[src/rtl/dvru_pkg.sv]
// Shared constants, types and microcode encodings for the route table update block.
package dvru_pkg;

  // Table geometry
  localparam int TABLE_DEPTH = 64;
  localparam int ID_BITS     = 16;
  localparam int IDX_W       = $clog2(TABLE_DEPTH);
  localparam int CNT_W       = $clog2(TABLE_DEPTH + 1);

  // Item function codes (code 3 decodes as a read)
  localparam logic [1:0] FUNC_LOAD   = 2'd0;
  localparam logic [1:0] FUNC_ADVERT = 2'd1;

  // Result action codes
  localparam logic [2:0] ACT_KEPT     = 3'd0;
  localparam logic [2:0] ACT_REFRESH  = 3'd1;
  localparam logic [2:0] ACT_REPLACED = 3'd2;
  localparam logic [2:0] ACT_ADDED    = 3'd3;
  localparam logic [2:0] ACT_FULL     = 3'd4;
  localparam logic [2:0] ACT_LOADED   = 3'd5;
  localparam logic [2:0] ACT_READ     = 3'd6;
  localparam logic [2:0] ACT_EMPTY    = 3'd7;

  // One stored route
  typedef struct packed {
    logic [ID_BITS-1:0] net;
    logic [7:0]         distance;
    logic [ID_BITS-1:0] hop;
  } route_t;

  // Datapath operation selected by the current control word
  typedef enum logic [2:0] {
    OP_FETCH,
    OP_DISPATCH,
    OP_SCAN,
    OP_RDADDR,
    OP_LATCH,
    OP_FINISH
  } op_e;

  // Branch condition tested by the current control word
  typedef enum logic [2:0] {
    C_ALWAYS,
    C_ACCEPT,
    C_IS_READ,
    C_SCAN_DONE,
    C_OUT_FREE
  } cond_e;

  // Program steps
  typedef enum logic [2:0] {
    ST_FETCH,
    ST_DISPATCH,
    ST_SCAN,
    ST_RDADDR,
    ST_RDLATCH,
    ST_FINISH
  } step_e;

  // One control word of the program
  typedef struct packed {
    op_e   op;
    cond_e cond;
    step_e t_true;
    step_e t_false;
  } uword_t;

  // Sequencer to datapath
  typedef struct packed {
    op_e op;
  } ctrl_t;

  // Datapath to sequencer
  typedef struct packed {
    logic accept;
    logic is_read;
    logic scan_done;
    logic out_free;
  } stat_t;

endpackage

[src/rtl/dvru_ram.sv]
// Generic single-write, single-read RAM with registered read data.
module dvru_ram #(
  parameter int WIDTH = 8,
  parameter int DEPTH = 16
) (
  input  logic                     clk_i,
  input  logic                     we_i,
  input  logic [$clog2(DEPTH)-1:0] waddr_i,
  input  logic [WIDTH-1:0]         wdata_i,
  input  logic [$clog2(DEPTH)-1:0] raddr_i,
  output logic [WIDTH-1:0]         rdata_o
);

  logic [WIDTH-1:0] mem_q [DEPTH];

  always_ff @(posedge clk_i) begin
    if (we_i) begin
      mem_q[waddr_i] <= wdata_i;
    end
    rdata_o <= mem_q[raddr_i];
  end

endmodule

[src/rtl/dvru_useq.sv]
// Microcode sequencer: step counter, control-word table and branch logic.
module dvru_useq (
  input  logic           clk_i,
  input  logic           rst_ni,
  input  dvru_pkg::stat_t stat_i,
  output dvru_pkg::ctrl_t ctrl_o
);

  dvru_pkg::step_e  pc_q, pc_d;
  dvru_pkg::uword_t uw;
  logic             cond_ok;

  // Program table
  function automatic dvru_pkg::uword_t rom(input dvru_pkg::step_e pc);
    dvru_pkg::uword_t w;
    unique case (pc)
      dvru_pkg::ST_FETCH:    w = '{dvru_pkg::OP_FETCH, dvru_pkg::C_ACCEPT,
                                   dvru_pkg::ST_DISPATCH, dvru_pkg::ST_FETCH};
      dvru_pkg::ST_DISPATCH: w = '{dvru_pkg::OP_DISPATCH, dvru_pkg::C_IS_READ,
                                   dvru_pkg::ST_RDADDR, dvru_pkg::ST_SCAN};
      dvru_pkg::ST_SCAN:     w = '{dvru_pkg::OP_SCAN, dvru_pkg::C_SCAN_DONE,
                                   dvru_pkg::ST_FINISH, dvru_pkg::ST_SCAN};
      dvru_pkg::ST_RDADDR:   w = '{dvru_pkg::OP_RDADDR, dvru_pkg::C_ALWAYS,
                                   dvru_pkg::ST_RDLATCH, dvru_pkg::ST_RDLATCH};
      dvru_pkg::ST_RDLATCH:  w = '{dvru_pkg::OP_LATCH, dvru_pkg::C_ALWAYS,
                                   dvru_pkg::ST_FINISH, dvru_pkg::ST_FINISH};
      dvru_pkg::ST_FINISH:   w = '{dvru_pkg::OP_FINISH, dvru_pkg::C_OUT_FREE,
                                   dvru_pkg::ST_FETCH, dvru_pkg::ST_FINISH};
      default:               w = '{dvru_pkg::OP_FETCH, dvru_pkg::C_ACCEPT,
                                   dvru_pkg::ST_DISPATCH, dvru_pkg::ST_FETCH};
    endcase
    return w;
  endfunction

  // Step register
  always_ff @(posedge clk_i or negedge rst_ni) begin
    if (!rst_ni) begin
      pc_q <= dvru_pkg::ST_FETCH;
    end else begin
      pc_q <= pc_d;
    end
  end

  // Branch evaluation
  always_comb begin
    uw = rom(pc_q);
    unique case (uw.cond)
      dvru_pkg::C_ALWAYS:    cond_ok = 1'b1;
      dvru_pkg::C_ACCEPT:    cond_ok = stat_i.accept;
      dvru_pkg::C_IS_READ:   cond_ok = stat_i.is_read;
      dvru_pkg::C_SCAN_DONE: cond_ok = stat_i.scan_done;
      dvru_pkg::C_OUT_FREE:  cond_ok = stat_i.out_free;
      default:               cond_ok = 1'b0;
    endcase
    pc_d      = cond_ok ? uw.t_true : uw.t_false;
    ctrl_o.op = uw.op;
  end

endmodule

[src/rtl/distance_vector_route_update.sv]
// Top level of the distance-vector route table update block.
// Holds up to 64 routes (destination, distance, next hop) in one RAM and takes one item
// at a time. A read item reads its slot from the RAM and latches it for the result. A load or
// advertisement item searches the valid entries one per cycle through the RAM's single
// read port, so its search ends at the last valid entry at most, and sooner when the
// destination is found early. A result that waits at the output holds the block in its
// final step until taken.
module distance_vector_route_update (
  input  logic        clk_i,
  input  logic        rst_ni,
  input  logic        in_valid_i,
  output logic        in_ready_o,
  input  logic [1:0]  func_i,
  input  logic [15:0] net_id_i,
  input  logic [7:0]  hop_distance_i,
  input  logic [15:0] router_id_i,
  input  logic [5:0]  read_index_i,
  input  logic        last_advert_i,
  output logic        out_valid_o,
  input  logic        out_ready_i,
  output logic [5:0]  slot_o,
  output logic [7:0]  route_distance_o,
  output logic [15:0] route_next_hop_o,
  output logic [15:0] route_net_o,
  output logic [2:0]  action_o,
  output logic        batch_done_o,
  output logic [6:0]  entries_used_o
);

  localparam int IDX_W = dvru_pkg::IDX_W;
  localparam int CNT_W = dvru_pkg::CNT_W;
  localparam int IDB   = dvru_pkg::ID_BITS;

  dvru_pkg::ctrl_t ctrl;
  dvru_pkg::stat_t stat;

  // Item registers
  logic [1:0]     func_q;
  logic [IDB-1:0] net_q;
  logic [7:0]     dist_q;
  logic [IDB-1:0] rtr_q;
  logic [5:0]     ridx_q;
  logic           last_q;

  // Search and table state
  logic [CNT_W-1:0] cnt_q, cnt_d;
  logic [CNT_W-1:0] scan_idx_q;
  logic             rd_vld_q;
  logic             found_q;
  logic [IDX_W-1:0] slot_q;
  dvru_pkg::route_t e_q;

  logic             out_valid_q;

  // RAM ports
  logic             ram_we;
  logic [IDX_W-1:0] ram_waddr, ram_raddr;
  dvru_pkg::route_t ram_wdata, ram_rdata;

  logic in_acc, is_read, is_advert, hit, scan_end, out_free, finish_fire;
  logic rd_ok, full, cnt_inc, show, wr_req;
  logic [7:0]       nd;
  logic [2:0]       act;
  logic [5:0]       res_slot;
  logic [IDX_W-1:0] wr_addr;
  dvru_pkg::route_t new_route;

  dvru_useq u_useq (
    .clk_i  (clk_i),
    .rst_ni (rst_ni),
    .stat_i (stat),
    .ctrl_o (ctrl)
  );

  dvru_ram #(
    .WIDTH ($bits(dvru_pkg::route_t)),
    .DEPTH (dvru_pkg::TABLE_DEPTH)
  ) u_ram (
    .clk_i   (clk_i),
    .we_i    (ram_we),
    .waddr_i (ram_waddr),
    .wdata_i (ram_wdata),
    .raddr_i (ram_raddr),
    .rdata_o (ram_rdata)
  );

  // Handshake and status
  assign in_ready_o  = (ctrl.op == dvru_pkg::OP_FETCH);
  assign in_acc      = in_valid_i && in_ready_o;
  assign is_read     = (func_q != dvru_pkg::FUNC_LOAD) && (func_q != dvru_pkg::FUNC_ADVERT);
  assign is_advert   = (func_q == dvru_pkg::FUNC_ADVERT);
  assign hit         = rd_vld_q && (ram_rdata.net == net_q);
  assign scan_end    = (scan_idx_q == cnt_q);
  assign out_free    = !out_valid_q || out_ready_i;
  assign finish_fire = (ctrl.op == dvru_pkg::OP_FINISH) && out_free;

  assign stat.accept    = in_acc;
  assign stat.is_read   = is_read;
  assign stat.scan_done = hit || scan_end;
  assign stat.out_free  = out_free;

  // Read address: search pointer or the requested slot
  assign ram_raddr = (ctrl.op == dvru_pkg::OP_RDADDR) ? IDX_W'(ridx_q)
                                                      : scan_idx_q[IDX_W-1:0];

  // Control state of the search
  always_ff @(posedge clk_i or negedge rst_ni) begin
    if (!rst_ni) begin
      scan_idx_q <= '0;
      rd_vld_q   <= 1'b0;
      found_q    <= 1'b0;
    end else begin
      unique case (ctrl.op)
        dvru_pkg::OP_FETCH: begin
          scan_idx_q <= '0;
          rd_vld_q   <= 1'b0;
          found_q    <= 1'b0;
        end
        dvru_pkg::OP_SCAN: begin
          priority if (hit) begin
            found_q  <= 1'b1;
            rd_vld_q <= 1'b0;
          end else if (!scan_end) begin
            scan_idx_q <= scan_idx_q + CNT_W'(1);
            rd_vld_q   <= 1'b1;
          end else begin
            rd_vld_q <= 1'b0;
          end
        end
        default: begin
        end
      endcase
    end
  end

  // Item and entry payload
  always_ff @(posedge clk_i) begin
    if (in_acc) begin
      func_q <= func_i;
      net_q  <= IDB'(net_id_i);
      dist_q <= hop_distance_i;
      rtr_q  <= IDB'(router_id_i);
      ridx_q <= read_index_i;
      last_q <= last_advert_i;
    end
    if ((ctrl.op == dvru_pkg::OP_SCAN) && hit) begin
      e_q    <= ram_rdata;
      slot_q <= IDX_W'(scan_idx_q - CNT_W'(1));
    end
    if (ctrl.op == dvru_pkg::OP_LATCH) begin
      e_q <= ram_rdata;
    end
  end

  // Update decision for the final step
  always_comb begin
    nd = dist_q;
    if (is_advert) begin
      nd = (dist_q == 8'hFF) ? 8'hFF : dist_q + 8'd1;
    end
    rd_ok     = 32'(ridx_q) < 32'(cnt_q);
    full      = (cnt_q == CNT_W'(dvru_pkg::TABLE_DEPTH));
    new_route = e_q;
    wr_req    = 1'b0;
    wr_addr   = slot_q;
    cnt_inc   = 1'b0;
    show      = 1'b1;
    res_slot  = 6'(slot_q);
    act       = dvru_pkg::ACT_KEPT;
    priority if (is_read) begin
      res_slot = ridx_q;
      show     = rd_ok;
      act      = rd_ok ? dvru_pkg::ACT_READ : dvru_pkg::ACT_EMPTY;
    end else if (found_q) begin
      priority if (!is_advert) begin
        new_route = '{net: e_q.net, distance: nd, hop: rtr_q};
        wr_req    = 1'b1;
        act       = dvru_pkg::ACT_LOADED;
      end else if (e_q.hop == rtr_q) begin
        new_route = '{net: e_q.net, distance: nd, hop: e_q.hop};
        wr_req    = 1'b1;
        act       = dvru_pkg::ACT_REFRESH;
      end else if (nd < e_q.distance) begin
        new_route = '{net: e_q.net, distance: nd, hop: rtr_q};
        wr_req    = 1'b1;
        act       = dvru_pkg::ACT_REPLACED;
      end else begin
        act = dvru_pkg::ACT_KEPT;
      end
    end else if (!full) begin
      // append at the first free slot
      new_route = '{net: net_q, distance: nd, hop: rtr_q};
      wr_req    = 1'b1;
      wr_addr   = cnt_q[IDX_W-1:0];
      cnt_inc   = 1'b1;
      res_slot  = 6'(cnt_q);
      act       = is_advert ? dvru_pkg::ACT_ADDED : dvru_pkg::ACT_LOADED;
    end else begin
      show     = 1'b0;
      res_slot = '0;
      act      = dvru_pkg::ACT_FULL;
    end
    cnt_d = cnt_q + CNT_W'(finish_fire && cnt_inc);
  end

  assign ram_we    = finish_fire && wr_req;
  assign ram_waddr = wr_addr;
  assign ram_wdata = new_route;

  // Entry count and output valid
  always_ff @(posedge clk_i or negedge rst_ni) begin
    if (!rst_ni) begin
      cnt_q       <= '0;
      out_valid_q <= 1'b0;
    end else begin
      cnt_q <= cnt_d;
      if (finish_fire) begin
        out_valid_q <= 1'b1;
      end else if (out_ready_i) begin
        out_valid_q <= 1'b0;
      end
    end
  end

  // Result register
  always_ff @(posedge clk_i) begin
    if (finish_fire) begin
      slot_o           <= res_slot;
      route_distance_o <= show ? new_route.distance : 8'd0;
      route_next_hop_o <= show ? 16'(new_route.hop) : 16'd0;
      route_net_o      <= show ? 16'(new_route.net) : 16'd0;
      action_o         <= act;
      batch_done_o     <= is_advert && last_q;
      entries_used_o   <= 7'(cnt_d);
    end
  end

  assign out_valid_o = out_valid_q;

`ifndef SYNTHESIS
  // table never overflows
  a_cnt_bound : assert property (@(posedge clk_i) disable iff (!rst_ni)
    cnt_q <= CNT_W'(dvru_pkg::TABLE_DEPTH))
    else $error("entry count above table depth");

  // count grows by at most one per item
  a_cnt_step : assert property (@(posedge clk_i) disable iff (!rst_ni)
    (cnt_q == $past(cnt_q)) || (cnt_q == $past(cnt_q) + CNT_W'(1)))
    else $error("entry count jumped");

  // search pointer never runs past the entry count
  a_scan_bound : assert property (@(posedge clk_i) disable iff (!rst_ni)
    (ctrl.op == dvru_pkg::OP_SCAN) |-> (scan_idx_q <= cnt_q))
    else $error("search pointer past entry count");

  // only one item in flight
  a_one_item : assert property (@(posedge clk_i) disable iff (!rst_ni)
    in_acc |=> !in_ready_o)
    else $error("input ready right after acceptance");

  // a result is never written over while it waits
  a_no_overrun : assert property (@(posedge clk_i) disable iff (!rst_ni)
    finish_fire |-> (!out_valid_q || out_ready_i))
    else $error("result overwritten before taken");
`endif

endmodule

[config.mk]
export PLATFORM = sky130hd
export DESIGN_NAME = distance_vector_route_update
export DESIGN_NICKNAME = d
export VERILOG_FILES = /design/src/rtl/dvru_pkg.sv /design/src/rtl/dvru_ram.sv /design/src/rtl/dvru_useq.sv /design/src/rtl/distance_vector_route_update.sv
export SDC_FILE = /design/constraint.sdc
export NUM_CORES = 2
export LEC_CHECK = 0
export BUFFER_PORTS_ARGS = -buffer_cell sky130_fd_sc_hd__buf_2
export CORE_AREA = 2 2 439 441
export DETAILED_ROUTE_END_ITERATION = 6
export DIE_AREA = 0 0 441 443
export PLACE_DENSITY = 0.76
export SYNTH_ARGS = -nofsm -noshare
export SYNTH_HDL_FRONTEND = slang
export SYNTH_SLANG_ARGS = --single-unit
[constraint.sdc]
create_clock -name clk_i -period 6 [get_ports clk_i]
set_input_delay 0.6 -clock clk_i [delete_from_list [all_inputs] [get_ports clk_i]]
set_output_delay 0.6 -clock clk_i [all_outputs]
set_load 0.05 [all_outputs]
==> qor.txt <==
Outcome = finished, violations left
Failing checks = DRC
Main flop type after synthesis = edfxtp_1
Critical Path RT = 6620 ps
Area contributors post-synth = edfxtp_1 (75%), nand2_1 (7.0%), nand3_1 (3.5%), mux2i_1 (2.7%), mux4_2 (1.2%)
Die Ht = 443 um
Register Area = 82700 sq um
Relative slew slack = 2.50%
R2r worst-path depth = 14
Crit-path cells = ha_1, nand4_1, or2_2, o21ai_0, ha_1, a211o_1, or4b_4, o221ai_2, nand3b_2, a31oi_4, buf_4, mux2_2, buf_4, nor2b_1
Share of cells above drive strength 1 = 11.8%
Synth warn = 0
GRT overflow = 0
Post-route minimum period = 5390 ps
# Max-Cap Violations = 0
Worst r2r src = dist_q[0]
Total GRT Usage = 32.2%
Critical path startpoint category = flop
Placed inst area = 113000 sq um
Initial antenna violation count = 19
Cell type with the highest aggregate area in the netlist = edfxtp_1
Design Area, Final = 122000 sq um
WL/cell = 30.4 um
CP Capture Type = flop
Fillers = 12781
Setup-failing EPs final = 0
Peak VDD IR = 0.384 mV
Synth unique cells = 73
Max incr delay on CP = 750 ps
Slew @ Worst Pin = 1450 ps
Drt total wl = 318000 um
H-tree Lvls = 5
# rows = 161
Yosys top cell area share = 75.4%
Count of pins over their slew limit = 0
Cell Area, Synth = 108000 sq um
Mapped Nets = 7530
Worst-path clk slew = 60 ps
Ports = 112
Hold WC Path Type = input pin to asynchronous set/reset pin
Power density over the cells = 450 nW/um^2
# clock sinks = 2772
IO Port Bufs = 111
Setup Skew = 46.4 ps
Slowest cell on crit path = a31oi_4
Multi-input gate area = 23900 sq um
Data arrival, critical path = 6000 ps
First-pass iteration count of the detailed router = 7
Root buffer cell = clkbuf_16
Setup Fix Bufs, Post-CTS = 0
Flop and latch count out of synthesis = 2772
Gate Count Post-Synth = 7460
Clk_lat worst skew = 940 ps
DR DRC count = 8
Most frequent cells in the layout = edfxtp_1 (2712), nand2_1 (1987), nand3_1 (750)
Crit path launch = dist_q[0]
Die X = 441 um
Worst flop-to-flop path endpoint = route_next_hop_o[4]
Vias in the first global route = 65045
Clock buffer depth = 4
Number of synthesized flops with an enable pin = 2712
HPWL after DPL = 187000 um
Core area = 191000 sq um
Final nets = 7784
Post-CTS Hold Fix Bufs = 51
Cts repair resizes = 0
First DRT Iteration DRCs = 11587
First-pass GRT wire length = 451000 um
Synth Area per Inst = 14.5 sq um
Antenna-violating nets left = 0
Ys async rst share = 0.722%
TritonCTS clock tree = built
Routed vias/inst = 6.55
Vias = 68441
Largest net degree at the start of global routing = 141
Fin Setup TNS = 0 ps
Final critical-path share of the clock period = 89.8%
Crit-path max FO = 66
Max Freq = 186 MHz
Inserted Clock Buffers = 282
Fin. Hold Viols = 0
Kind of critical path = flop to flop
Seq/Total Area, Yosys = 76.6%
Final total power = 0.0550 W
Die area = 195000 sq um
Global placement routability congestion = 0.905
Synth-to-Final Area Change = 13.1%
P_leak = 41.1 nW
Commonest non-fill, non-tap cell in the layout = edfxtp_1
Initial Util = 56.5%
R2r setup slk = 610 ps
Unrepaired setup endpoints after global routing = false
-- how the worst max path moves through the flow --
stage | end | slack [ps]
after CTS | u_ram.mem_q[4][21] | 670
after global placement | u_ram.mem_q[4][29] | 700
final | route_next_hop_o[4] | 610
after detailed placement | u_ram.mem_q[4][39] | 720
after floorplan | u_ram.mem_q[16][0] | 200
after global routing | u_ram.mem_q[10][15] | 420
-- cell usage after synthesis (20+ instances only) --
cell type and count:
dfrtp_1 20, buf_2 145, a32oi_1 60, o21ai_0 61
inv_1 25, nand3_1 750, nor2_1 102, xnor2_1 31
mux2i_1 295, dfxtp_1 40, a31oi_1 199, buf_4 20
a221oi_1 30, xor2_1 25, clkbuf_1 229, nand2_1 2008
mux4_2 56, and3_1 44, edfxtp_1 2712, buf_1 36
a21oi_1 54, nor2b_1 32, nand4_1 167, o2111ai_1 48
-- stage by stage --
step	hold slack (ps)	std cells	utilization (%)	setup WS, ps
after floorplan	304	7460	-	198
after global placement	387	9905	59.1	702
after detailed placement	396	9905	59.1	717
after CTS	141	10435	63.9	665
after global routing	234	10436	63.9	418
final	192	10443	63.9	614
-- area by class of cell --
type	count	area share [%]
Clock inverter	107	0.703
Antenna cell	8	0.0164
Multi-Input combinational cell	4218	19.6
Sequential cell	2772	67.7
Timing Repair Buffer	415	2.97
Inverter	25	0.0768
Clock buffer	372	6.34
Tap cell	2526	2.59
-- cell families after synthesis --
family | count (synthesis) | share of synthesized area [%]
AOI/OAI and AO/OA | 564 | 3.68
muxes | 380 | 4.25
buffers and inverters | 470 | 1.99
DFF | 2772 | 76.6
xor gates and xnor gates | 56 | 0.454
and+or+nand+nor | 3201 | 12.8
adders and majority gates | 17 | 0.197
-- worst max-delay path, delay by kind of cell, from the launching register on --
kind / cells / cell delay [ps]
simple gates: 5 / 1500
compound gates: 4 / 1460
buf+inv: 2 / 630
fa+ha+maj: 2 / 570
flops: 1 / 520
mux: 1 / 340
-- sequential cells by signal, indices dropped and copies added (netlist names), 6 cells and up --
signal,flops
route_next_hop_o,16
dist_q,8
scan_idx_q,7
cnt_q,7
e_q,40
u_ram.rdata_o,40
slot_q,6
u_ram.mem_q,2560
route_distance_o,8
route_net_o,16
slot_o,6
entries_used_o,7
rtr_q,16
net_q,16
ridx_q,6
-- routing by layer --
| metal | track usage, % | wire, um | vias to the layer above |
|---|---|---|---|
| li1 | - | - | 28393 |
| met1 | 43.4 | 110000 | 33523 |
| met2 | 47.5 | 142000 | 5602 |
| met3 | 9.91 | 47700 | 905 |
| met4 | 16.2 | 18300 | 18 |
| met5 | 0 | 124 | - |
-- power breakdown --
group	total, W	internal [W]	switching, W
registers	0.0236	0.0232	0.000462
logic	0.0147	0.00385	0.0109
clock network	0.0167	0.00961	0.00706
(Power assumes the default switching activity.)
